[config.mk]
export PLATFORM = sky130hd
export DESIGN_NAME = tcdr_ctrl
export DESIGN_NICKNAME = d
export VERILOG_FILES = /design/src/rtl/tcdr_pkg.sv /design/src/rtl/tcdr_ctrl.sv
export SDC_FILE = /design/constraint.sdc
export NUM_CORES = 1
export LEC_CHECK = 0
export ABC_AREA = 1
export BUFFER_PORTS_ARGS = -buffer_cell sky130_fd_sc_hd__buf_2
export CAP_MARGIN = 25
export CELL_PAD_IN_SITES_DETAIL_PLACEMENT = 0
export CELL_PAD_IN_SITES_GLOBAL_PLACEMENT = 1
export CORE_ASPECT_RATIO = 0.75
export CORE_MARGIN = 4
export CORE_UTILIZATION = 35
export DETAILED_ROUTE_END_ITERATION = 10
export GPL_TIMING_DRIVEN = 0
export PLACE_DENSITY_LB_ADDON = 0.12
export SLEW_MARGIN = 25
export SYNTH_ARGS = -nofsm -noshare
export SYNTH_HDL_FRONTEND = slang
export SYNTH_SLANG_ARGS = --single-unit
export TNS_END_PERCENT = 1
[constraint.sdc]
create_clock -name clk -period 1.6 [get_ports clk]
set_input_delay 0.16 -clock clk [delete_from_list [all_inputs] [get_ports clk]]
set_output_delay 0.16 -clock clk [all_outputs]
set_load 0.03 [all_outputs]
[src/rtl/tcdr_pkg.sv]
`default_nettype none
// ----------------------------------------------------------------------------
// tcdr_pkg
// Shared types, constants and helpers for the click delay / repeat filter.
// ----------------------------------------------------------------------------
package tcdr_pkg;

    localparam int CacheDepth = 16;
    localparam int IdxW       = $clog2(CacheDepth);
    localparam int CntW       = $clog2(CacheDepth + 1);
    localparam int TimeW      = 48;
    localparam logic [TimeW-1:0] TimeMax = '1;
    localparam logic [33:0] SlopSq = 34'd64;

    localparam logic [2:0] KIND_DOWN   = 3'd0;
    localparam logic [2:0] KIND_MOVE   = 3'd1;
    localparam logic [2:0] KIND_UP     = 3'd2;
    localparam logic [2:0] KIND_CANCEL = 3'd3;
    localparam logic [2:0] KIND_OTHER  = 3'd4;
    localparam logic [2:0] KIND_TICK   = 3'd5;

    localparam logic [1:0] REG_RESPONSE = 2'd0;
    localparam logic [1:0] REG_IGN_EN   = 2'd1;
    localparam logic [1:0] REG_IGN_LVL  = 2'd2;

    typedef struct packed {
        logic [7:0]  id;
        logic [4:0]  fc;
        logic [15:0] x;
        logic [15:0] y;
    } entry_t;

    // controller -> datapath
    typedef struct packed {
        logic load;       // capture input, run decision
        logic emit_in;    // show input event
        logic emit_rep;   // show cache entry at scan index
        logic emit_up;    // show input up (scan matched)
        logic scan_step;  // advance scan index
        logic shift_step; // pull next entry into scan slot, advance
        logic drop;       // cache count minus one
        logic last;
    } cmd_t;

    typedef enum logic [2:0] {
        OP_NONE  = 3'd0,
        OP_EMIT  = 3'd1,
        OP_REPLAY = 3'd2,
        OP_REPLAY_MOVE = 3'd3,
        OP_UPSCAN = 3'd4,
        OP_REMOVE = 3'd5
    } op_t;

    // datapath -> controller
    typedef struct packed {
        op_t        op;
        logic       scan_done;  // scan index reached end
        logic       scan_hit;   // current entry id equals input id
        logic       rest_hit;   // any match at or after scan index
        logic       more_hit;   // any match after scan index
        logic       scan_last;  // scan index is the final entry
    } stat_t;

    function automatic logic [TimeW-1:0] resp_delay(input logic [1:0] lvl);
        case (lvl)
            2'd1:    resp_delay = TimeW'(300_000);
            2'd2:    resp_delay = TimeW'(600_000);
            default: resp_delay = '0;
        endcase
    endfunction

    function automatic logic [TimeW-1:0] ign_window(input logic [2:0] lvl);
        case (lvl)
            3'd1:    ign_window = TimeW'(400_000);
            3'd2:    ign_window = TimeW'(700_000);
            3'd3:    ign_window = TimeW'(1_000_000);
            3'd4:    ign_window = TimeW'(1_300_000);
            default: ign_window = TimeW'(100_000);
        endcase
    endfunction

endpackage
`default_nettype wire

[src/rtl/tcdr_ctrl.sv]
`default_nettype none
// ----------------------------------------------------------------------------
// tcdr_ctrl
// Sequencer: accepts an item, walks replay / up / remove scans, drives output.
// ----------------------------------------------------------------------------
module tcdr_ctrl import tcdr_pkg::*; (
    input  wire logic  clk,
    input  wire logic  rst_n,
    input  wire logic  in_valid,
    output logic       in_ready,
    output logic       out_valid,
    input  wire logic  out_ready,
    input  wire stat_t stat,
    output cmd_t       cmd
);

    typedef enum logic [6:0] {
        S_IDLE  = 7'b0000001,
        S_DEC   = 7'b0000010,
        S_REP   = 7'b0000100,
        S_MOVE  = 7'b0001000,
        S_UP    = 7'b0010000,
        S_SHIFT = 7'b0100000,
        S_PULL  = 7'b1000000
    } state_t;

    state_t state_reg, state_next;
    logic   ov_reg, ov_next;
    logic   free;

    assign free      = !ov_reg || out_ready;
    assign in_ready  = state_reg == S_IDLE;
    assign out_valid = ov_reg;

    always_comb
    begin
        state_next = state_reg;
        ov_next = ov_reg && !out_ready;
        cmd = '0;
        case (state_reg)
            S_IDLE:
            begin
                if (in_valid)
                begin
                    cmd.load = 1'b1;
                    state_next = S_DEC;
                end
            end
            S_DEC:
            begin
                case (stat.op)
                    OP_EMIT:
                        if (free)
                        begin
                            cmd.emit_in = 1'b1; cmd.last = 1'b1; ov_next = 1'b1;
                            state_next = S_IDLE;
                        end
                    OP_REPLAY:      state_next = S_REP;
                    OP_REPLAY_MOVE: state_next = S_MOVE;
                    OP_UPSCAN:      state_next = S_UP;
                    OP_REMOVE:      state_next = S_SHIFT;
                    default:        state_next = S_IDLE;
                endcase
            end
            S_REP, S_MOVE:
            begin
                if (stat.scan_done)
                begin
                    if (state_reg == S_MOVE)
                    begin
                        if (free)
                        begin
                            cmd.emit_in = 1'b1; cmd.last = 1'b1; ov_next = 1'b1;
                            state_next = S_IDLE;
                        end
                    end
                    else
                        state_next = S_IDLE;
                end
                else if (free)
                begin
                    cmd.emit_rep = 1'b1; cmd.scan_step = 1'b1; ov_next = 1'b1;
                    cmd.last = (state_reg == S_REP) && stat.scan_last;
                    state_next = state_reg;
                end
            end
            S_UP:
            begin
                if (stat.scan_done || !stat.rest_hit)
                    state_next = S_IDLE;
                else if (!stat.scan_hit)
                    cmd.scan_step = 1'b1;
                else if (free)
                begin
                    cmd.emit_up = 1'b1; cmd.scan_step = 1'b1; ov_next = 1'b1;
                    cmd.last = !stat.more_hit;
                end
            end
            S_SHIFT:
            begin
                if (stat.scan_done)
                    state_next = S_IDLE;
                else if (!stat.scan_hit)
                    cmd.scan_step = 1'b1;
                else
                    state_next = S_PULL;
            end
            S_PULL:
            begin
                if (stat.scan_last)
                begin
                    cmd.drop = 1'b1;
                    state_next = S_IDLE;
                end
                else
                    cmd.shift_step = 1'b1;
            end
            default: state_next = S_IDLE;
        endcase
    end

    always_ff @(posedge clk or negedge rst_n)
    begin
        if (!rst_n)
        begin
            state_reg <= S_IDLE;
            ov_reg    <= 1'b0;
        end
        else
        begin
            state_reg <= state_next;
            ov_reg    <= ov_next;
        end
    end

endmodule
`default_nettype wire

==> key figures <==
Run status
  • Status: complete, but fails checks
  • Failing checks: negative setup slack

Placement
  • Inst Count DP: 193
  • Final GP Congestion: 0.772
  • Placed cell areas: 1020 um2
  • Port Buffers: 21
  • Final HPWL DP: 1960 um

Die
  • Core footprint: 2330 um2
  • Die area: 3340 um2
  • Die width: 65.4 um
  • Vert. Die Dim: 51.1 um
  • Initial Util: 37.2%
  • # rows: 15
  • I/O pin total: 22

Drt
  • Final antenna-violating net count: 0
  • Drt wl/cell: 11.9 um
  • Vias: 1003
  • Drt pass-1 iters: 4
  • # DRC: 0
  • Routed WL: 2460 um
  • Vias per Instance: 4.85
  • Initial DRC count: 53

Clock network
  • Skew-Pair Late Insertion Delay: 250 ps
  • CTS Sinks: 8
  • Clk pin slew, worst setup/hold paths: 60 ps
  • Clock Path Buffers: 2
  • CTS tree: built
  • CTS root buf: clkbuf_4
  • H-tree depth: 1
  • TritonCTS buffer count: 3

Timing
  • F_max: 571 MHz
  • Final Hold Vio Count: 0
  • Slew @ Worst Pin: 241 ps
  • Setup ws final: -150 ps
  • Fin crit share: 109%
  • Final min period: 1750 ps
  • Relative slew margins: 83.8%
  • Final count of negative-setup-slack endpoints: 5
  • Max Transition Viols Final: 0
  • RSZ-0062 raised after global routing: true
  • Clock Skews: 8.96 ps

Critical path
  • Critical Path Source Type: flip-flop
  • Setup crit end kind: output pin
  • WP data arrival: 1590 ps
  • CP Launch Point: state_reg[5]$_DFFE_PN0P_
  • R2r startpoint: state_reg[0]$_DFFE_PN1P_
  • Worst Path Required: 1440 ps
  • Crit path max fanout: 4
  • WS Path Type: flip-flop to output pin

Power
  • Leakage: 0.653 nW
  • Seq pwr share: 25.5%
  • Max VDD drop: 315 uV
  • Cell Int Power: 559 uW
  • Comb power frac: 59.6%
  • P_sw: 500 uW
  • Clk pwr share: 14.8%
  • Cell area power density: 852 nW/um2
  • Sw Share: 47.2%

Worst hold path
  • Worst Hold Class: input port to flip-flop
  • Worst Hold Launch: in_valid

Synth
  • Most frequent cell after synthesis: nand2_1
  • #FFs+latches synth: 8
  • Most frequent cells after synthesis: nand2_1, inv_1, nor2_1, nand3_1, o21ai_0
  • Post-synth EDFFs: 0
  • Yosys warning total: 0
  • Top cells by area, synth: dfrtp_1, nand2_1, inv_1
  • Yosys top cell by area: dfrtp_1
  • Cell area after synthesis: 866 um2
  • Post-synthesis sequential area ratio: 23.3%
  • Top cell type's share of synthesized area: 20.2%
  • Synth Instances: 138
  • Syn Nets: 150
  • Post-synthesis cell type count: 24
  • Asr flop ratio synth: 100%
  • Mapped Avg Cell Area: 6.27 um2
  • Synth Flop Type: dfrtp_1

Final layout
  • Antenna cells: 0
  • Layout cell share with drive strength beyond 1: 45.1%
  • Final net count: 186
  • Final cell count without fillers: 207
  • Fin area: 1240 um2
  • Area Growth Syn to Fin: 43.5%
  • Largest register FFs: 7

Global route
  • Grt ovf: 0
  • First-pass GRT wire length: 4100 um
  • Initial antenna violation count: 0
  • Global Route Usage Sum: 15.9%
  • Largest net degree at the start of global routing: 10
  • Vias in the first global route: 924

Job
  • Max_cap viols: 0
[power by group through the flow]
stage                     Sequential, mW  Clock, mW  Combinational (mW)
final                              0.270      0.157               0.631
after global routing               0.273      0.181               0.687
after CTS                          0.269      0.162               0.608
after detailed placement           0.272          0               0.502
after global placement             0.269          0               0.506
after floorplan                    0.272          0               0.373
[per-stage QoR]
step	utilization, %	TNS [ps]	total power [mW]	hold slack (ps)	setup WS, ps
final	53.4	-428	1.06	201	-150
after global routing	53.4	-1290	1.14	220	-277
after CTS	52.6	-461	1.04	216	-148
after detailed placement	43.9	-50.2	0.774	8.99	-38.6
after global placement	43.9	-97.5	0.776	7.65	-63.2
after floorplan	-	-28.0	0.645	-136	-28.0
[critical path: stages (launching register included)]
cell	delay, ps
dfrtp_1	430
nor2_4	170
nand2_8	90
inv_8	70
nand2_4	50
nand2_4	90
nand3_4	70
nand3_2	70
inv_1	40
nor2_1	90
buf_4	160
[timing repair]
item | in CTS | in global routing
hold buffers | 1 | 0
hold endpoints to repair | 8 | 0
resized for setup | 29 | 9
pin swaps | 11 | 0
setup buffers | 9 | 0
endpoints found under the setup margin | 6 | 9
[area by class of cell]
cell class	instances	area (um2)
inverter	27	111
clock buffer	4	26.3
tap	34	42.5
fill	245	1080
timing repair buffer	31	218
sequential	8	203
multi-input combinational	103	642
[metal layers]
metal	up-vias	wire (um)	track usage, %	share of wire, %
li1	516	-	-	-
met1	450	1230	23.6	50
met2	33	1050	24.0	43
met3	4	150	1.54	6.1
met4	0	30	5.17	1.2
met5	-	0	0	0
[kinds of logic after synthesis]
kind of cell    count (synthesis)  synth area share (%)
compound gates                 15                  9.68
xor+xnor                        1                  1.01
buf+inv                        27                  12.6
flops                           8                  23.3
simple gates                   87                  53.5
[cell usage in the layout (no fill, tap or decap), drive strengths merged]
master and instances:
nand2 32, buf 30, nor2 28, inv 27
nand3 17, o21ai 11, nor3 7, dfrtp 7
clkbuf 4, nand4 3, o21bai 1, a41oi 1
xnor2 1, o211ai 1, a21oi 1, dlygate4sd3 1
dfstp 1
[final timing paths]
| kind | depth (start not counted) | slack (ps) | end |
|---|---|---|---|
| worst max-delay path | 10 | -150 | cmd[3] |
| worst min-delay path | 4 | 200 | state_reg[0]$_DFFE_PN1P_ |
| max in group asynchronous | 2 | 1070 | state_reg[0]$_DFFE_PN1P_ |
| min in group asynchronous | 2 | 280 | state_reg[5]$_DFFE_PN0P_ |
| worst min register to register | 2 | 630 | state_reg[2]$_DFFE_PN0P_ |
| worst max register to register | 10 | 100 | state_reg[2]$_DFFE_PN0P_ |
Note: power is estimated with default switching activity, not from simulation.
